File: src/hdl/maf_pkg.sv
`default_nettype none
package maf_pkg;

   localparam int MAX_WINDOW  = 256;
   localparam int SAMPLE_BITS = 16;
   localparam int SUM_BITS    = 24;

   // Ring pointer, window, fill count and divider step counter widths.
   localparam int PTR_BITS = $clog2(MAX_WINDOW);
   localparam int WIN_BITS = PTR_BITS + 1;
   localparam int STEP_BITS = $clog2(SUM_BITS + 1);

   // Configuration port layout.
   localparam int CSR_ADDR_BITS = 3;
   localparam int CSR_DATA_BITS = 32;
   localparam int REG_INDEX_BITS = CSR_ADDR_BITS - 2;
   localparam logic [REG_INDEX_BITS-1:0] REG_WINDOW_LENGTH = '0;
   localparam logic [WIN_BITS-1:0] WINDOW_RESET = WIN_BITS'(1);

   localparam logic [WIN_BITS-1:0] WINDOW_MAX = WIN_BITS'(MAX_WINDOW);
   localparam logic [SUM_BITS-1:0] SAT_POS_MAG = SUM_BITS'((64'd1 << (SAMPLE_BITS - 1)) - 64'd1);
   localparam logic [SUM_BITS-1:0] SAT_NEG_MAG = SUM_BITS'(64'd1 << (SAMPLE_BITS - 1));
   localparam logic [SAMPLE_BITS-1:0] SAT_POS = {1'b0, {(SAMPLE_BITS - 1){1'b1}}};
   localparam logic [SAMPLE_BITS-1:0] SAT_NEG = {1'b1, {(SAMPLE_BITS - 1){1'b0}}};

endpackage
`default_nettype wire

File: src/hdl/moving_average_filter.sv
`default_nettype none
// Channel   Direction  Handshake               Payload
// req       in         req_valid / req_stall   req_sample (s16), req_block_start
// rsp       out        rsp_valid / rsp_stall   rsp_average (s16)
// csr       in         APB psel/penable/pwrite window_length at byte address 0
//
// Each request passes through these steps before the next is accepted: accept
// and read the ring, update the running sum, set up the divider, run the
// shared restoring divider (one quotient bit a cycle), then saturate and load
// the output register.
// Reset is synchronous and clears the sum, the ring position, the fill count
// and the window register (to one); the sample ring itself is not cleared.
// req_stall is low only while the sequencer idles. A result waiting under
// rsp_stall does not block the next request; only a second result would wait.
module moving_average_filter (
   input  wire                                         clock,
   input  wire                                         reset,
   input  wire                                         req_valid,
   output logic                                        req_stall,
   input  wire  signed [maf_pkg::SAMPLE_BITS-1:0]      req_sample,
   input  wire                                         req_block_start,
   output logic                                        rsp_valid,
   input  wire                                         rsp_stall,
   output logic signed [maf_pkg::SAMPLE_BITS-1:0]      rsp_average,
   input  wire                                         csr_psel,
   input  wire                                         csr_penable,
   input  wire                                         csr_pwrite,
   input  wire         [maf_pkg::CSR_ADDR_BITS-1:0]    csr_paddr,
   input  wire         [maf_pkg::CSR_DATA_BITS-1:0]    csr_pwdata,
   output logic        [maf_pkg::CSR_DATA_BITS-1:0]    csr_prdata,
   output logic                                        csr_pready
);

   localparam int PB = maf_pkg::PTR_BITS;
   localparam int WB = maf_pkg::WIN_BITS;
   localparam int SB = maf_pkg::SUM_BITS;
   localparam int XB = maf_pkg::SAMPLE_BITS;
   localparam int CB = maf_pkg::STEP_BITS;

   typedef enum logic [2:0] {
      ST_IDLE,
      ST_UPDATE,
      ST_INIT,
      ST_DIV,
      ST_FINISH
   } state_type;

   state_type state_ff, state_in;

   logic [WB-1:0]        window_ff, window_in;
   logic signed [SB-1:0] sum_ff, sum_in;
   logic [PB-1:0]        wpos_ff, wpos_in;
   logic [WB-1:0]        fill_ff, fill_in;
   logic signed [XB-1:0] sample_ff, sample_in;
   logic                 sub_ff, sub_in;
   logic [SB-1:0]        num_ff, num_in;
   logic [PB-1:0]        rem_ff, rem_in;
   logic                 neg_ff, neg_in;
   logic [CB-1:0]        step_ff, step_in;
   logic                 rsp_valid_ff, rsp_valid_in;
   logic [XB-1:0]        rsp_average_ff, rsp_average_in;

   // Sample ring; read data is registered.
   logic signed [XB-1:0] ring [maf_pkg::MAX_WINDOW];
   logic signed [XB-1:0] ring_rd_ff;

   logic [WB-1:0] win_eff;
   logic          accept;
   logic          csr_write;
   logic [PB-1:0] old_addr;
   logic [WB-1:0] fill_base;
   logic [WB:0]   trial;
   logic          trial_ge;
   logic [WB:0]   trial_diff;

   // Window of zero acts as one, anything above the ring depth as the depth.
   always_comb begin
      if (window_ff == '0) begin
         win_eff = WB'(1);
      end else if (window_ff > maf_pkg::WINDOW_MAX) begin
         win_eff = maf_pkg::WINDOW_MAX;
      end else begin
         win_eff = window_ff;
      end
   end

   assign accept    = req_valid && !req_stall;
   assign csr_write = csr_psel && csr_penable && csr_pwrite && csr_pready;

   // The sample that leaves the window sits win_eff places behind the write
   // pointer. With a full-depth window that is the slot about to be rewritten,
   // which is why the ring is read at acceptance, before the write in the sum update.
   assign old_addr  = wpos_ff - win_eff[PB-1:0];
   assign fill_base = req_block_start ? '0 : fill_ff;

   // One restoring step: shift in the next dividend bit and try the divisor.
   assign trial      = {1'b0, rem_ff, num_ff[SB-1]};
   assign trial_ge   = trial >= {1'b0, win_eff};
   assign trial_diff = trial - {1'b0, win_eff};

   always_comb begin
      state_in       = state_ff;
      window_in      = window_ff;
      sum_in         = sum_ff;
      wpos_in        = wpos_ff;
      fill_in        = fill_ff;
      sample_in      = sample_ff;
      sub_in         = sub_ff;
      num_in         = num_ff;
      rem_in         = rem_ff;
      neg_in         = neg_ff;
      step_in        = step_ff;
      rsp_valid_in   = rsp_valid_ff;
      rsp_average_in = rsp_average_ff;

      if (rsp_valid_ff && !rsp_stall) begin
         rsp_valid_in = 1'b0;
      end

      if (csr_write && csr_paddr[maf_pkg::CSR_ADDR_BITS-1:2] == maf_pkg::REG_WINDOW_LENGTH) begin
         window_in = csr_pwdata[WB-1:0];
      end

      case (state_ff)
         ST_IDLE: begin
            if (accept) begin
               sample_in = req_sample;
               sub_in    = fill_base >= win_eff;
               if (req_block_start) begin
                  sum_in = '0;
               end
               fill_in  = (fill_base < maf_pkg::WINDOW_MAX) ? fill_base + WB'(1) : fill_base;
               state_in = ST_UPDATE;
            end
         end
         ST_UPDATE: begin
            // The sum wraps in its own width by design.
            sum_in = sum_ff + SB'(sample_ff) - (sub_ff ? SB'(ring_rd_ff) : '0);
            wpos_in  = wpos_ff + PB'(1);
            state_in = ST_INIT;
         end
         ST_INIT: begin
            neg_in   = sum_ff[SB-1];
            num_in   = sum_ff[SB-1] ? SB'(-sum_ff) : sum_ff;
            rem_in   = '0;
            step_in  = '0;
            state_in = ST_DIV;
         end
         ST_DIV: begin
            rem_in  = trial_ge ? trial_diff[PB-1:0] : trial[PB-1:0];
            num_in  = {num_ff[SB-2:0], trial_ge};
            step_in = step_ff + CB'(1);
            if (step_ff == CB'(SB - 1)) begin
               state_in = ST_FINISH;
            end
         end
         ST_FINISH: begin
            // Wait only if an earlier result is still held and not taken now.
            if (!(rsp_valid_ff && rsp_stall)) begin
               rsp_valid_in = 1'b1;
               if (neg_ff) begin
                  rsp_average_in = (num_ff > maf_pkg::SAT_NEG_MAG) ? maf_pkg::SAT_NEG
                                                                  : XB'(-num_ff);
               end else begin
                  rsp_average_in = (num_ff > maf_pkg::SAT_POS_MAG) ? maf_pkg::SAT_POS
                                                                  : num_ff[XB-1:0];
               end
               state_in = ST_IDLE;
            end
         end
         default: begin
            state_in = ST_IDLE;
         end
      endcase
   end

   always_ff @(posedge clock) begin
      if (reset) begin
         state_ff     <= ST_IDLE;
         window_ff    <= maf_pkg::WINDOW_RESET;
         sum_ff       <= '0;
         wpos_ff      <= '0;
         fill_ff      <= '0;
         rsp_valid_ff <= 1'b0;
      end else begin
         state_ff     <= state_in;
         window_ff    <= window_in;
         sum_ff       <= sum_in;
         wpos_ff      <= wpos_in;
         fill_ff      <= fill_in;
         rsp_valid_ff <= rsp_valid_in;
      end
      sample_ff      <= sample_in;
      sub_ff         <= sub_in;
      num_ff         <= num_in;
      rem_ff         <= rem_in;
      neg_ff         <= neg_in;
      step_ff        <= step_in;
      rsp_average_ff <= rsp_average_in;
   end

   // Ring read at acceptance, ring write in the sum update state that follows.
   always_ff @(posedge clock) begin
      if (state_ff == ST_UPDATE) begin
         ring[wpos_ff] <= sample_ff;
      end
      ring_rd_ff <= ring[old_addr];
   end

   assign req_stall   = state_ff != ST_IDLE;
   assign rsp_valid   = rsp_valid_ff;
   assign rsp_average = rsp_average_ff;
   assign csr_pready  = 1'b1;
   assign csr_prdata  = (csr_paddr[maf_pkg::CSR_ADDR_BITS-1:2] == maf_pkg::REG_WINDOW_LENGTH)
                        ? maf_pkg::CSR_DATA_BITS'(window_ff) : '0;

`ifndef SYNTHESIS
   a_rsp_from_finish: assert property (@(posedge clock) disable iff (reset)
      $rose(rsp_valid) |-> $past(state_ff == ST_FINISH))
      else $error("result appeared outside the finish step");

   a_accept_to_update: assert property (@(posedge clock) disable iff (reset)
      accept |=> state_ff == ST_UPDATE)
      else $error("accepted request did not start the sum update");

   a_rem_below_div: assert property (@(posedge clock) disable iff (reset)
      state_ff == ST_DIV |-> {1'b0, rem_ff} < win_eff)
      else $error("divider remainder not below the window");

   a_step_bound: assert property (@(posedge clock) disable iff (reset)
      state_ff == ST_DIV |-> step_ff < CB'(SB))
      else $error("divider ran past the last quotient bit");

   a_fill_bound: assert property (@(posedge clock) disable iff (reset)
      fill_ff <= maf_pkg::WINDOW_MAX)
      else $error("fill count above ring depth");
`endif

endmodule
`default_nettype wire
File: config.mk
export PLATFORM = sky130hd
export DESIGN_NAME = moving_average_filter
export DESIGN_NICKNAME = d
export VERILOG_FILES = /design/src/hdl/maf_pkg.sv /design/src/hdl/moving_average_filter.sv
export SDC_FILE = /design/constraint.sdc
export NUM_CORES = 2
export LEC_CHECK = 0
export BUFFER_PORTS_ARGS = -buffer_cell sky130_fd_sc_hd__buf_2
export CAP_MARGIN = 25
export CORE_ASPECT_RATIO = 1.25
export CORE_MARGIN = 10
export CORE_UTILIZATION = 60
export DETAILED_ROUTE_END_ITERATION = 12
export HOLD_SLACK_MARGIN = 0.15
export PLACE_DENSITY = 0.83
export SETUP_SLACK_MARGIN = 0.4
export SLEW_MARGIN = 20
export SYNTH_ARGS = -nofsm -noshare
export SYNTH_HDL_FRONTEND = slang
export SYNTH_SLANG_ARGS = --single-unit
File: constraint.sdc
create_clock -name clock -period 12.7 [get_ports clock]
set_input_delay 1.27 -clock clock [delete_from_list [all_inputs] [get_ports clock]]
set_output_delay 1.27 -clock clock [all_outputs]
set_load 0.02 [all_outputs]
==> summary.txt <==
Clock tree
  – CTS tree: yes
  – CTS clock-pin slew for the worst setup and hold paths: about 70 ps
  – Num CTS Buffers: 373
  – Clock latency on the worst-skew pair: around 950 ps
  – CTS Root Cell: clkbuf_16
  – CTS Buffer Depth: 4
  – TritonCTS sink count: around 4200
  – Htree depth: 5
  – Hold buffer count at CTS: 0
  – Post-CTS setup buffers: 0
  – # resized after CTS: 0

Yosys
  – Most common cell in the netlist: edfxtp_1
  – Sequential element share of the synthesized area: around three quarters
  – Syn_area_per_cell: 22.2 sq um
  – Synthesized cell area: about 170000 sq um
  – Yosys cell types: 76
  – Flops & latches, synth: between 4000 and 5000
  – Ys async rst share: 0%
  – EDFF count, synth: roughly 4200
  – Synthesized netlist cell count: 7487
  – Synth area leaders: edfxtp_1 (75%), mux4_2 (17%), dfxtp_1 (0.84%)
  – Post-synth top cells: edfxtp_1 (4167), mux4_2 (1242), nor2_1 (349)
  – Synth area leader: edfxtp_1
  – Top_reg_cell synth: edfxtp_1
  – Syn. warnings: 0
  – Post-synth top area share: 75.4%

Status
  – Outcome: complete, no violations

Worst setup path
  – Reg2reg start: window_ff[6]
  – Worst stage delay on the critical path: between 1000 and 1500 ps
  – Crit path required time: around 13000 ps
  – Cell class contributing the biggest share of worst-path delay: buffers and inverters
  – Slowest CP cell: fa_4
  – Cell Chain, Critical Path: nor4_1 > a21oi_1 > nor2_1 > ha_1 > fa_4 > buf_4 > buf_4 > buf_12 > mux4_2 > mux2i_2 > mux4_2 > nand3_1 > a32oi_1 > a211oi_1
  – Crit. End Element: flip-flop
  – Register-to-Register Setup Slack: about 5000 ps
  – R2R depth: 14
  – Critical path buffers and inverters: 3
  – Crit start category: flip-flop
  – Worst r2r dst: ring_rd_ff[14]
  – Crit Path Category: reg2reg
  – Critical Path Fanout Max: 120
  – CP arrival: 8470 ps

Global routing
  – Vias in the first global route: around 88000
  – Gr usage total: 32.6%
  – Largest net degree at the start of global routing: a little under 200
  – GRT overflow: 0
  – Initial antenna violation count: 44
  – Global-route wire length before repair: between 600000 and 700000 um

Cells and area
  – Fraction of layout cells with a size suffix above 1: around 28%
  – Synth-to-layout area growth: 11.4%
  – Area taken by multi-input logic gates: 37600 sq um
  – FILL cells: between 15000 and 20000
  – Util after Layout: between 60% and 70%
  – Layout Nets: between 8000 and 9000
  – Register area: about 130000 sq um

Hold path
  – Hold WC Path Type: reg2reg
  – Hold Path End: sum_ff[22]
  – Hold depth: 2
  – Hold path start: sum_ff[22]

Pwr
  – Net Sw Frac: around 28%
  – Leakage: approximately 57 nW
  – Seq pwr share: approximately 46%
  – Clk pwr share: between 30% and 40%
  – PwrDens: roughly 190 nW/um^2
  – Sw power: 0.00988 W
  – Tot Pwr: around 0.035 W
  – Pint: ~0.025 W
  – Logic pwr share: between 20 and 25%
  – Worst VDD drop: roughly 0.13 mV

STA
  – Clock Skews: between 60 and 70 ps
  – Setup TNS: 0 ps
  – Finish-stage setup viols: 0
  – Final setup margin: 4990 ps
  – Final period util: 60.7%
  – Fmax: between 100 and 150 MHz
  – Worst hold margin: approximately 460 ps
  – Worst-Margin Slew: roughly 1400 ps
  – Slew Limit Fails: 0
  – Hold Vio Cnt, Final: 0
  – RSZ-0062 raised after global routing: no
  – Final min period: 7710 ps
  – Slew Limit Headroom: under 10%

Detailed routing
  – Antenna viol nets, final: 0
  – Pre-antenna DRT Iters: 9
  – Detailed-route via count: ~90000
  – Drt drc: 0
  – Final wirelength: ~500000 um
  – Drt wl/cell: between 40 and 50 um
  – Via density: 7.66
  – Initial DRC count: around 18000

Floorplanning
  – Rows: 215
  – Die W: about 490 um
  – Initial Util: around 60%
  – Core area: 275000 sq um
  – I/O Pins: 110
  – Die H: approximately 610 um
  – Die area: 298000 sq um

Job
  – Max-cap viol count: 0

Placement
  – Post-DP HPWL: between 200000 and 250000 um
  – Port bufs: 60
  – Pre-CTS WS: 6140 ps
  – Routability cong.: 0.890
## worst max path at each step
| stage | endpoint | depth (start not counted) | startpoint |
|---|---|---|---|
| 3_5_place_dp | ring_rd_ff[10] | 13 | window_ff[2] |
| 5_1_grt | ring_rd_ff[14] | 13 | window_ff[8] |
| 3_3_place_gp | ring_rd_ff[10] | 13 | window_ff[1] |
| 2_1_floorplan | sum_ff[22] | 11 | sample_ff[15] |
| 4_1_cts | ring_rd_ff[14] | 14 | window_ff[2] |
| 6_report | ring_rd_ff[14] | 14 | window_ff[6] |
## cell families after synthesis
kind of cell / share of synthesized area [%]
AND/OR/NAND/NOR: 2.24
AO/OA/AOI/OAI: 1.41
multiplexers: 17.5
adder cells (fa/ha/maj): 0.746
XOR/XNOR: 0.390
other: 0.00452
buffers and inverters: 1.47
flip-flops: 76.2
## power groups by stage
stage	registers [W]	logic [W]	clock network, W
after floorplan	0.0163	0.00420	0
after global placement	0.0161	0.00613	0
after detailed placement	0.0161	0.00634	0
after CTS	0.0158	0.00664	0.0117
after global routing	0.0158	0.00712	0.0123
final	0.0158	0.00699	0.0119
## per-stage QoR
| stage | area (sq um) | std cells |
|---|---|---|
| after floorplan | 166000 | 7509 |
| after global placement | 172000 | 11200 |
| after detailed placement | 172000 | 11200 |
| after CTS | 184000 | 11900 |
| after global routing | 185000 | 11900 |
| final | 185000 | 11900 |
## cells in the final DEF, fill, tap and decap left out, types with 60 or more instances in the layout
| cell type | instances |
|---|---|
| edfxtp_1 | 4167 |
| mux4_2 | 1242 |
| clkbuf_16 | 381 |
| buf_4 | 323 |
| nor2_1 | 317 |
| nand2_1 | 279 |
| a21oi_1 | 118 |
| inv_1 | 117 |
| mux2i_1 | 113 |
| clkinv_1 | 78 |
| clkinv_2 | 76 |
| dfxtp_1 | 70 |
| clkbuf_1 | 66 |
| buf_2 | 60 |
## flip-flops by register name (all words and copies together), names as in the netlist
signal and flops:
wpos_ff 8, sample_ff 16, sum_ff 24, ring_rd_ff 16, rsp_average 16, ring 4096
step_ff 5, state_ff 3, fill_ff 9, window_ff 9, neg_ff 1, sub_ff 1
rem_ff 8, num_ff 24, rsp_valid 1
## area by class of cell
class                   instances  share of cell area, %
flip-flops and latches       4237                   68.4
well taps                    3689                   2.49
clock inverters               227                   1.24
repair buffers                435                   1.98
inverters                     118                  0.239
diodes                         41                 0.0554
multi-input cells            2735                   20.3
clock buffers                 452                   5.32
## worst min-delay path: stages, from the launching register on
cell     delay [ps]
dfxtp_1         320
nand2_1          50
o21ai_0          60
## layer usage
| layer | vias up | share of wire [%] | GRT usage (%) |
|---|---|---|---|
| li1 | 32100 | - | - |
| met1 | 46000 | 29 | 39.8 |
| met2 | 10700 | 48 | 52.2 |
| met3 | 2611 | 14 | 8.29 |
| met4 | 20 | 9.1 | 21.0 |
| met5 | - | 0.027 | 0 |
Power figures use the tool's default switching activity.
